## config.mk

```make
export PLATFORM = sky130hd
export DESIGN_NAME = byte_stack_machine_execute_core_flat
export DESIGN_NICKNAME = d
export VERILOG_FILES = /design/src/rtl/bsm_pkg.sv /design/src/rtl/bsm_chan_if.sv /design/src/rtl/bsm_ram.sv /design/src/rtl/bsm_exec.sv /design/src/rtl/byte_stack_machine_execute_core.sv /design/src/flat_wrapper.sv
export SDC_FILE = /design/constraint.sdc
export NUM_CORES = 2
export LEC_CHECK = 0
export BUFFER_PORTS_ARGS = -buffer_cell sky130_fd_sc_hd__buf_2
export CORE_MARGIN = 4
export CORE_UTILIZATION = 30
export DETAILED_ROUTE_END_ITERATION = 8
export PLACE_DENSITY = 0.5
export SLEW_MARGIN = 5
export SYNTH_ARGS = -nofsm -noshare
export SYNTH_HDL_FRONTEND = slang
export SYNTH_HIERARCHICAL = 1
export SYNTH_SLANG_ARGS = --single-unit
```

## constraint.sdc

```tcl
create_clock -name clk -period 11.3 [get_ports clk]
set_input_delay 2.26 -clock clk [delete_from_list [all_inputs] [get_ports clk]]
set_output_delay 2.26 -clock clk [all_outputs]
set_load 0.1 [all_outputs]
```

## src/rtl/bsm_pkg.sv

```systemverilog
// ----------------------------------------------------------------------------
// bsm_pkg
// Shared types and codes of the byte stack machine execute core: opcodes,
// status codes, channel payloads and the bundles between the pipeline and
// the execute logic.
// ----------------------------------------------------------------------------
package bsm_pkg;

  typedef enum logic [3:0] {
    CMD_ADD   = 4'd0,
    CMD_SUB   = 4'd1,
    CMD_PUSH  = 4'd2,
    CMD_JUMP  = 4'd3,
    CMD_DUP   = 4'd4,
    CMD_POP   = 4'd5,
    CMD_JNZ   = 4'd6,
    CMD_JZ    = 4'd7,
    CMD_GT    = 4'd8,
    CMD_LT    = 4'd9,
    CMD_HALT  = 4'd10,
    CMD_WRITE = 4'd11
  } cmd_t;

  typedef enum logic [2:0] {
    ST_OK          = 3'd0,
    ST_OVERFLOW    = 3'd1,
    ST_UNDERFLOW   = 3'd2,
    ST_BAD_JUMP    = 3'd3,
    ST_BAD_OPERAND = 3'd4
  } status_t;

  localparam logic [8:0] PLEN_RESET = 9'd256;

  typedef struct packed {
    logic [3:0] command;
    logic [7:0] operand;
  } in_item_t;

  typedef struct packed {
    logic [2:0] status;
    logic [8:0] next_ip;
    logic       halted_flag;
    logic       write_valid;
    logic [7:0] write_byte;
    logic [7:0] stack_depth;
  } out_item_t;

  typedef struct packed {
    logic [8:0] program_length;
  } cfg_item_t;

  // Architectural state seen by the execute logic (stack pointer apart,
  // its width follows the stack depth).
  typedef struct packed {
    logic [8:0] ip;
    logic       halt;
    logic [7:0] top;
    logic [8:0] plen;
  } arch_t;

  typedef struct packed {
    out_item_t  item;
    logic       we;
    logic [7:0] wdata;
    logic [7:0] top_nxt;
    logic [8:0] ip_nxt;
    logic       halt_nxt;
  } exec_t;

endpackage

```

## src/rtl/bsm_chan_if.sv

```systemverilog
// ----------------------------------------------------------------------------
// bsm_chan_if
// Valid/ready channel carrying one payload of a given type.
// ----------------------------------------------------------------------------
interface bsm_chan_if #(
  parameter type payload_t = logic
) ();
  logic     valid;
  logic     ready;
  payload_t data;

  modport source (output valid, output data, input ready);
  modport sink   (input valid, input data, output ready);
endinterface

```

## src/rtl/bsm_ram.sv

```systemverilog
// ----------------------------------------------------------------------------
// bsm_ram
// Generic RAM: one write port, one read port, registered read data that
// holds while no read is enabled.
// ----------------------------------------------------------------------------
module bsm_ram #(
  parameter int WIDTH = 8,
  parameter int DEPTH = 255,
  localparam int AW = (DEPTH > 1) ? $clog2(DEPTH) : 1
) (
  input  logic             clk,
  input  logic             we,
  input  logic [AW-1:0]    waddr,
  input  logic [WIDTH-1:0] wdata,
  input  logic             re,
  input  logic [AW-1:0]    raddr,
  output logic [WIDTH-1:0] rdata
);

  logic [WIDTH-1:0] mem [DEPTH];
  logic [WIDTH-1:0] rdata_r;

  always_ff @(posedge clk) begin
    if (we) begin
      mem[waddr] <= wdata;
    end
    if (re) begin
      rdata_r <= mem[raddr];
    end
  end

  assign rdata = rdata_r;

endmodule

```

## src/rtl/bsm_exec.sv

```systemverilog
// ----------------------------------------------------------------------------
// bsm_exec
// Execute logic: checks one instruction against the current state, forms
// the result item, the next state and the stack memory write.
// ----------------------------------------------------------------------------
module bsm_exec #(
  parameter int STACK_DEPTH = 255,
  localparam int SPW = $clog2(STACK_DEPTH + 1),
  localparam int AW  = $clog2(STACK_DEPTH),
  localparam int CW  = (SPW > 8) ? SPW : 8
) (
  input  logic [3:0]         cmd,
  input  logic [7:0]         opd,
  input  bsm_pkg::arch_t     st,
  input  logic [SPW-1:0]     sp,
  input  logic [7:0]         rd_data,
  output bsm_pkg::exec_t     res,
  output logic [SPW-1:0]     sp_nxt,
  output logic [AW-1:0]      waddr
);

  logic               adv;
  logic               jmp;
  logic               jmp_bad;
  logic               full;
  logic [2:0]         status;
  logic               wvalid;
  logic [7:0]         wbyte;
  logic [7:0]         bin_r;
  logic [7:0]         dup_v;
  logic [CW-1:0]      opd_x;
  logic [CW-1:0]      sp_x;
  logic [SPW+7:0]     depth_x;

  assign opd_x   = CW'(opd);
  assign sp_x    = CW'(sp);
  assign jmp_bad = {1'b0, opd} >= st.plen;
  assign full    = sp >= SPW'(STACK_DEPTH);
  assign dup_v   = (opd == 8'd0) ? st.top : rd_data;

  // a is the entry below the top (from memory), b the cached top
  always_comb begin
    case (cmd)
      bsm_pkg::CMD_ADD: bin_r = rd_data + st.top;
      bsm_pkg::CMD_SUB: bin_r = rd_data - st.top;
      bsm_pkg::CMD_GT:  bin_r = {7'd0, rd_data > st.top};
      default:          bin_r = {7'd0, rd_data < st.top};
    endcase
  end

  always_comb begin
    status      = bsm_pkg::ST_OK;
    adv         = 1'b0;
    jmp         = 1'b0;
    wvalid      = 1'b0;
    wbyte       = 8'd0;
    sp_nxt      = sp;
    res.top_nxt = st.top;
    res.halt_nxt = st.halt;
    res.we      = 1'b0;
    res.wdata   = 8'd0;
    waddr       = AW'(sp);
    if (!st.halt) begin
      unique case (cmd) inside
        bsm_pkg::CMD_ADD, bsm_pkg::CMD_SUB, bsm_pkg::CMD_GT, bsm_pkg::CMD_LT: begin
          if (sp < SPW'(2)) begin
            status = bsm_pkg::ST_UNDERFLOW;
          end else begin
            res.we      = 1'b1;
            waddr       = AW'(sp - SPW'(2));
            res.wdata   = bin_r;
            res.top_nxt = bin_r;
            sp_nxt      = sp - SPW'(1);
            adv         = 1'b1;
          end
        end
        bsm_pkg::CMD_PUSH: begin
          if (full) begin
            status = bsm_pkg::ST_OVERFLOW;
          end else begin
            res.we      = 1'b1;
            res.wdata   = opd;
            res.top_nxt = opd;
            sp_nxt      = sp + SPW'(1);
            adv         = 1'b1;
          end
        end
        bsm_pkg::CMD_JUMP: begin
          if (jmp_bad) begin
            status = bsm_pkg::ST_BAD_JUMP;
          end else begin
            jmp = 1'b1;
          end
        end
        bsm_pkg::CMD_DUP: begin
          if (opd_x >= sp_x) begin
            status = bsm_pkg::ST_BAD_OPERAND;
          end else if (full) begin
            status = bsm_pkg::ST_OVERFLOW;
          end else begin
            res.we      = 1'b1;
            res.wdata   = dup_v;
            res.top_nxt = dup_v;
            sp_nxt      = sp + SPW'(1);
            adv         = 1'b1;
          end
        end
        bsm_pkg::CMD_POP: begin
          if (sp == '0) begin
            status = bsm_pkg::ST_UNDERFLOW;
          end else begin
            // new top comes from the entry below
            res.top_nxt = rd_data;
            sp_nxt      = sp - SPW'(1);
            adv         = 1'b1;
          end
        end
        bsm_pkg::CMD_JNZ, bsm_pkg::CMD_JZ: begin
          if (jmp_bad) begin
            status = bsm_pkg::ST_BAD_JUMP;
          end else if (sp == '0) begin
            status = bsm_pkg::ST_UNDERFLOW;
          end else if ((st.top != 8'd0) == (cmd == bsm_pkg::CMD_JNZ)) begin
            jmp = 1'b1;
          end else begin
            adv = 1'b1;
          end
        end
        bsm_pkg::CMD_HALT: begin
          res.halt_nxt = 1'b1;
          adv          = 1'b1;
        end
        bsm_pkg::CMD_WRITE: begin
          if (sp == '0) begin
            status = bsm_pkg::ST_UNDERFLOW;
          end else begin
            wvalid = 1'b1;
            wbyte  = st.top;
            adv    = 1'b1;
          end
        end
        default: begin
          status = bsm_pkg::ST_BAD_OPERAND;
        end
      endcase
    end

    res.ip_nxt = adv ? (st.ip + 9'd1) : (jmp ? {1'b0, opd} : st.ip);
    depth_x    = {8'd0, sp_nxt};

    res.item.status      = status;
    res.item.next_ip     = res.ip_nxt;
    res.item.halted_flag = res.halt_nxt;
    res.item.write_valid = wvalid;
    res.item.write_byte  = wbyte;
    res.item.stack_depth = depth_x[7:0];
  end

endmodule

```

## src/rtl/byte_stack_machine_execute_core.sv

```systemverilog
// ----------------------------------------------------------------------------
// byte_stack_machine_execute_core
// Execute unit of an 8-bit stack machine. The byte stack sits in a RAM with
// a cached top of stack; every instruction reads at most one RAM entry and
// writes at most one.
//
// Channels: in_chan takes one instruction (command, operand) per request,
// out_chan returns one result per instruction, cfg_chan writes
// program_length (always ready).
// Pipeline: the accept cycle issues the RAM read (the entry below the top,
// or the dup source), the execute stage computes, writes the RAM and loads
// the output register. A result comes from the output register, behind the
// execute stage; one instruction per cycle is sustained while out_chan drains.
// A RAM write and a read of the same entry in one cycle are forwarded.
// Reset: stack empty, instruction pointer 0, not halted, program_length
// 256. Stack memory contents are not cleared and need no clearing pass.
// Stall: with the output register full and not taken, the execute stage
// holds its request and in_chan.ready drops until out_chan accepts.
// ----------------------------------------------------------------------------
module byte_stack_machine_execute_core #(
  parameter int STACK_DEPTH = 255
) (
  input  logic          clk,
  input  logic          rst_n,
  bsm_chan_if.sink      in_chan,
  bsm_chan_if.source    out_chan,
  bsm_chan_if.sink      cfg_chan
);

  localparam int SPW = $clog2(STACK_DEPTH + 1);
  localparam int AW  = $clog2(STACK_DEPTH);
  localparam int CW  = (SPW > 8) ? SPW : 8;

  // architectural state
  logic [SPW-1:0] sp_r;
  logic [8:0]     ip_r;
  logic           halt_r;
  logic [7:0]     top_r;
  logic [8:0]     plen_r;

  // execute stage
  logic           ex_vld_r;
  logic [3:0]     ex_cmd_r;
  logic [7:0]     ex_opd_r;
  logic           byp_vld_r;
  logic [7:0]     byp_data_r;

  // output register
  logic                out_vld_r;
  bsm_pkg::out_item_t  out_data_r;

  logic                in_fire;
  logic                ex_fire;
  bsm_pkg::arch_t      st;
  bsm_pkg::exec_t      res;
  logic [SPW-1:0]      sp_nxt;
  logic [AW-1:0]       waddr;
  logic [7:0]          ram_q;
  logic [7:0]          rd_data;
  logic [SPW-1:0]      eff_sp;
  logic [CW-1:0]       eff_x;
  logic [CW-1:0]       in_opd_x;
  logic [CW-1:0]       rd_cand;
  logic                rd_ok;
  logic [AW-1:0]       rd_addr;
  logic                byp_hit;

  assign ex_fire       = ex_vld_r && (!out_vld_r || out_chan.ready);
  assign in_chan.ready = !ex_vld_r || ex_fire;
  assign in_fire       = in_chan.valid && in_chan.ready;
  assign cfg_chan.ready = 1'b1;

  // read address of the next request, against the stack pointer it will see
  assign eff_sp   = ex_fire ? sp_nxt : sp_r;
  assign eff_x    = CW'(eff_sp);
  assign in_opd_x = CW'(in_chan.data.operand);

  always_comb begin
    rd_ok   = 1'b0;
    rd_cand = '0;
    case (in_chan.data.command) inside
      bsm_pkg::CMD_ADD, bsm_pkg::CMD_SUB, bsm_pkg::CMD_GT, bsm_pkg::CMD_LT,
      bsm_pkg::CMD_POP: begin
        rd_ok   = eff_x >= CW'(2);
        rd_cand = eff_x - CW'(2);
      end
      bsm_pkg::CMD_DUP: begin
        rd_ok   = in_opd_x < eff_x;
        rd_cand = eff_x - in_opd_x - CW'(1);
      end
      default: begin
        rd_ok = 1'b0;
      end
    endcase
  end

  assign rd_addr = rd_ok ? AW'(rd_cand) : '0;
  assign byp_hit = ex_fire && res.we && (waddr == rd_addr);
  assign rd_data = byp_vld_r ? byp_data_r : ram_q;

  bsm_ram #(
    .WIDTH (8),
    .DEPTH (STACK_DEPTH)
  ) u_stack (
    .clk   (clk),
    .we    (ex_fire && res.we),
    .waddr (waddr),
    .wdata (res.wdata),
    .re    (in_fire),
    .raddr (rd_addr),
    .rdata (ram_q)
  );

  assign st.ip   = ip_r;
  assign st.halt = halt_r;
  assign st.top  = top_r;
  assign st.plen = plen_r;

  bsm_exec #(
    .STACK_DEPTH (STACK_DEPTH)
  ) u_exec (
    .cmd     (ex_cmd_r),
    .opd     (ex_opd_r),
    .st      (st),
    .sp      (sp_r),
    .rd_data (rd_data),
    .res     (res),
    .sp_nxt  (sp_nxt),
    .waddr   (waddr)
  );

  always_ff @(posedge clk) begin
    if (!rst_n) begin
      sp_r     <= '0;
      ip_r     <= '0;
      halt_r   <= 1'b0;
      plen_r   <= bsm_pkg::PLEN_RESET;
      ex_vld_r <= 1'b0;
      out_vld_r <= 1'b0;
    end else begin
      if (cfg_chan.valid) begin
        plen_r <= cfg_chan.data.program_length;
      end
      if (ex_fire) begin
        sp_r   <= sp_nxt;
        ip_r   <= res.ip_nxt;
        halt_r <= res.halt_nxt;
      end
      if (in_fire) begin
        ex_vld_r <= 1'b1;
      end else if (ex_fire) begin
        ex_vld_r <= 1'b0;
      end
      if (ex_fire) begin
        out_vld_r <= 1'b1;
      end else if (out_chan.ready) begin
        out_vld_r <= 1'b0;
      end
    end
  end

  always_ff @(posedge clk) begin
    if (ex_fire) begin
      top_r      <= res.top_nxt;
      out_data_r <= res.item;
    end
    // hold request and read data while the execute stage stalls
    if (in_fire) begin
      ex_cmd_r   <= in_chan.data.command;
      ex_opd_r   <= in_chan.data.operand;
      byp_vld_r  <= byp_hit;
      byp_data_r <= res.wdata;
    end
  end

  assign out_chan.valid = out_vld_r;
  assign out_chan.data  = out_data_r;

  a_sp_range: assert property (@(posedge clk) disable iff (!rst_n)
    sp_r <= SPW'(STACK_DEPTH))
    else $error("stack pointer beyond stack depth");

  a_halt_sticks: assert property (@(posedge clk) disable iff (!rst_n)
    halt_r |=> halt_r)
    else $error("halted flag cleared");

  a_write_ok: assert property (@(posedge clk) disable iff (!rst_n)
    (out_vld_r && out_data_r.write_valid) |-> (out_data_r.status == bsm_pkg::ST_OK))
    else $error("byte written with error status");

  a_wr_addr: assert property (@(posedge clk) disable iff (!rst_n)
    (ex_fire && res.we) |-> (CW'(waddr) < CW'(sp_nxt)))
    else $error("stack write above new stack pointer");

  a_no_ex_when_halted: assert property (@(posedge clk) disable iff (!rst_n)
    (ex_fire && halt_r) |-> (!res.we && sp_nxt == sp_r))
    else $error("state changed after halt");

endmodule

```

## src/flat_wrapper.sv

```systemverilog
// flat-port wrapper written by rule: the top's interface ports become plain ports
module byte_stack_machine_execute_core_flat import bsm_pkg::*;
#(
  parameter int STACK_DEPTH = 255
)
  (clk, rst_n, in_chan_valid, in_chan_data, in_chan_ready, out_chan_valid, out_chan_data, out_chan_ready, cfg_chan_valid, cfg_chan_data, cfg_chan_ready);
  bsm_chan_if #(.payload_t(in_item_t)) in_chan_i ();
  bsm_chan_if #(.payload_t(out_item_t)) out_chan_i ();
  bsm_chan_if #(.payload_t(cfg_item_t)) cfg_chan_i ();
  input  logic clk;
  input  logic rst_n;
  input wire logic [$bits(in_chan_i.valid)-1:0] in_chan_valid;
  input wire logic [$bits(in_chan_i.data)-1:0] in_chan_data;
  output wire logic [$bits(in_chan_i.ready)-1:0] in_chan_ready;
  output wire logic [$bits(out_chan_i.valid)-1:0] out_chan_valid;
  output wire logic [$bits(out_chan_i.data)-1:0] out_chan_data;
  input wire logic [$bits(out_chan_i.ready)-1:0] out_chan_ready;
  input wire logic [$bits(cfg_chan_i.valid)-1:0] cfg_chan_valid;
  input wire logic [$bits(cfg_chan_i.data)-1:0] cfg_chan_data;
  output wire logic [$bits(cfg_chan_i.ready)-1:0] cfg_chan_ready;
  assign in_chan_i.valid = in_chan_valid;
  assign in_chan_i.data = in_chan_data;
  assign in_chan_ready = in_chan_i.ready;
  assign out_chan_valid = out_chan_i.valid;
  assign out_chan_data = out_chan_i.data;
  assign out_chan_i.ready = out_chan_ready;
  assign cfg_chan_i.valid = cfg_chan_valid;
  assign cfg_chan_i.data = cfg_chan_data;
  assign cfg_chan_ready = cfg_chan_i.ready;
  byte_stack_machine_execute_core #(.STACK_DEPTH(STACK_DEPTH)) u_core (.clk(clk), .rst_n(rst_n), .in_chan(in_chan_i), .out_chan(out_chan_i), .cfg_chan(cfg_chan_i));
endmodule
```

==> results.toml <==
[status]
status = "finished, final reports clean"

[die]
dieArea_um2 = 302000
start_util = 0.302
num_rows = 198
die_h_um = 549
die_x_um = 549
io_pins = 59
core_area_um2 = 291000

[clocking]
root_buffer = "clkbuf_16"
cts_setup_buffers = 0
cts-root-to-sink-buffers = 3
cts_tree = "yes"
path_clk_slew_ns = 0.06
clk_latency_ns = 0.87
cts_buffers = 223
clock-sinks = 2136
ctsHtreeMaxLevel = 4
postCtsHoldBufs = 0
cts_resized = 0

[worst_setup_path]
crit_path_start = "u_core/sp_r[6]"
cp.buffers_inverters = 3
crit_path_end_kind = "register"
cp.arrival_ns = 9.94
worstSetupPathType = "register to register"
cpLargestDelayFamily = "compound AO/OA/AOI/OAI gates"
cpMaxStageDelayCell = "nor2b_1"
cp_data_required_time_ns = 11.88
cpPeakStageDelay_ns = 1.15
crit_chain = "inv_1, ha_1, nand2_1, a211o_1, o21ai_0, a21oi_1, o221ai_2, xnor2_1, mux2i_1, inv_1, ha_1, fa_1, a211oi_1, o21bai_1, a21oi_1, xnor2_1, a22oi_1, nor2_4, buf_4, nor2b_1, nand2_1, o21ai_0, a211o_1, o32ai_1"
worstReg2RegStart = "u_core/sp_r[6]"
cp-start-kind = "register"
crit_fanout = 28

[logic_synthesis]
synth_cell_types = 102
synth-main-ff-cell = "edfxtp_1"
syn_area_per_cell_um2 = 18.5
syn-instance-count = 4736
synthArstFlopShare = 0
synth_fp_nets = 4816
syn_area_um2 = 87800
synth_edf_count = 2107
ys_ff_latch = 2136
synth-seq-area-share = 0.727
yosysWarningCount = 6
synth.top_cell.area_share = 0.720
synth.area.top_cells = "edfxtp_1, mux4_2, mux2i_1, mux4_1, nor2_1"
synth_top_area_cell = "edfxtp_1"

[layout]
layout-drive-gt1-share = 0.185
final_area_um2 = 99100
area_growth_pct = 12.9
stdcell_count = 8926
final_net_count = 4910
utilization = 0.341

[global_routing]
antenna_found_initial = 9
grt_pass1_wl_um = 368000
overflow = 0
grt_use_met2 = 0.263
grt_usage = 0.169
grtUsageMet1 = 0.241
grt_pass1_vias = 46800
use_met3 = 0.0311
grt_start_max_net_pins = 211
grt-busiest-layer = "met2"

[sta]
slew_viol_final = 0
fmax_mhz = 107
setup_ws_ns = 1.94
grt_setup_unrepaired = "no"
setup-violations-final = 0
fin_crit_ns = 9.36
finClkSkew_ns = 0.0656
worst_pin_slew_ns = 1.46
finalCritPeriodShare = 0.828
hold_viol = 0
fin_tns_setup_ns = 0
relSlewSlack = 0.0199
holdWs_ns = 0.497

[pwr]
vdd_drop_max_mv = 0.146
power_mw = 16.2
power_leakage_nw = 31.3
powerDensity_nw_per_um2 = 163

[drt]
routed_wl_um = 261000
dr_total_vias = 47600
drt_iter0_markers = 5161
drc = 0
ant_nets = 0
wl_per_cell_um = 29.2
vias_per_cell = 5.33
dr.pass1.iters = 6

[placed_design]
place_ws_ns = 1.93
dp_hpwl_um = 159000
gp_congestion = 0.836
portBuffers = 57
dp_cells = 8504
place_area_um2 = 92200

[worst_hold_path]
min_from = "u_core/ip_r[8]"
hp-class = "register to register"

[flow_run]
drv_cap = 0
routing by layer:
metal	wire, um	vias to the layer above
met3	20000	370
met4	7520	6
met2	121000	2103
met5	42	-
li1	-	19500
met1	112000	25600
power breakdown:
group | leakage, nW | switching (mW) | internal [mW]
Combinational | 7.03 | 0.336 | 0.142
Clock | 3.38 | 3.09 | 3.95
Sequential | 20.9 | 0.0229 | 8.63
cell usage in the layout (no fill, tap or decap), types with 65 or more instances in the layout:
| cell | synthesis | routed |
|---|---|---|
| edfxtp_1 | 2107 | 2107 |
| o221ai_1 | 65 | 65 |
| clkbuf_16 | 0 | 225 |
| buf_4 | 41 | 99 |
| mux2i_1 | 211 | 211 |
| nand2_1 | 230 | 228 |
| clkbuf_1 | 110 | 66 |
| mux4_2 | 382 | 382 |
| nand3_1 | 71 | 71 |
| a21oi_1 | 100 | 99 |
| nor2_1 | 370 | 358 |
kinds of logic (layout without fill, tap and decap cells):
kind of cell	after synthesis	after routing	share of synthesized area
flops	2136	2136	0.727
xor+xnor	17	17	0.00170
buf+inv	374	657	0.0271
other cells	1	8	0.0000427
compound gates	571	571	0.0467
simple gates	912	912	0.0473
mux	671	671	0.142
fa+ha+maj	54	54	0.00795
flip-flops by register name, summed over array words and instances, names as in the netlist, 4 cells and up, named ones only:
register              count
u_core/u_stack/mem     2040
u_core/out_chan.data     30
u_core/ip_r               9
u_core/plen_r             9
u_core/byp_data_r         8
u_core/ex_opd_r           8
u_core/top_r              8
u_core/u_stack/rdata      8
u_core/sp_r               7
u_core/ex_cmd_r           4
area by class of cell:
cell class	count	area [um2]
fillers	27400	192000
flip-flops and latches	2136	63900
multi-input cells	2226	21800
clock buffers	293	5910
well taps	3900	4880
repair buffers	176	1410
clock inverters	121	1050
inverters	67	258
diodes	7	17.5
worst register-to-register path, delay by kind of cell (launching register included):
family                     cells  cell delay, ns
xor gates and xnor gates       2            0.46
AOI/OAI and AO/OA             11            3.45
adders and majority gates      3            1.03
DFF                            1            0.67
buffers and inverters          3            0.95
and+or+nand+nor                4            2.15
muxes                          1            0.35
final timing paths:
check | slack, ns | cells past startpoint | to
worst max register to register | 1.94 | 24 | u_core/u_stack/rdata[7]
worst max-delay path | 1.94 | 24 | u_core/u_stack/rdata[7]
worst min register to register | 0.50 | 2 | u_core/ip_r[8]
worst min-delay path | 0.50 | 2 | u_core/ip_r[8]
cell usage after synthesis (26+ instances only):
cell type     n
buf_6        34
nor3_1       44
mux4_2      382
buf_8        30
ha_1         51
mux2i_1     211
nand2_1     230
a211oi_1     26
o22ai_1      62
o21ai_0      63
nor2_1      370
buf_2        59
edfxtp_1   2107
a21oi_1     100
inv_1        64
nor2b_1      43
dfxtp_1      29
mux4_1       60
nand3_1      71
a22oi_1      34
o221ai_1     65
clkbuf_1    110
buf_4        41
Note: power is estimated with default switching activity, not from simulation.
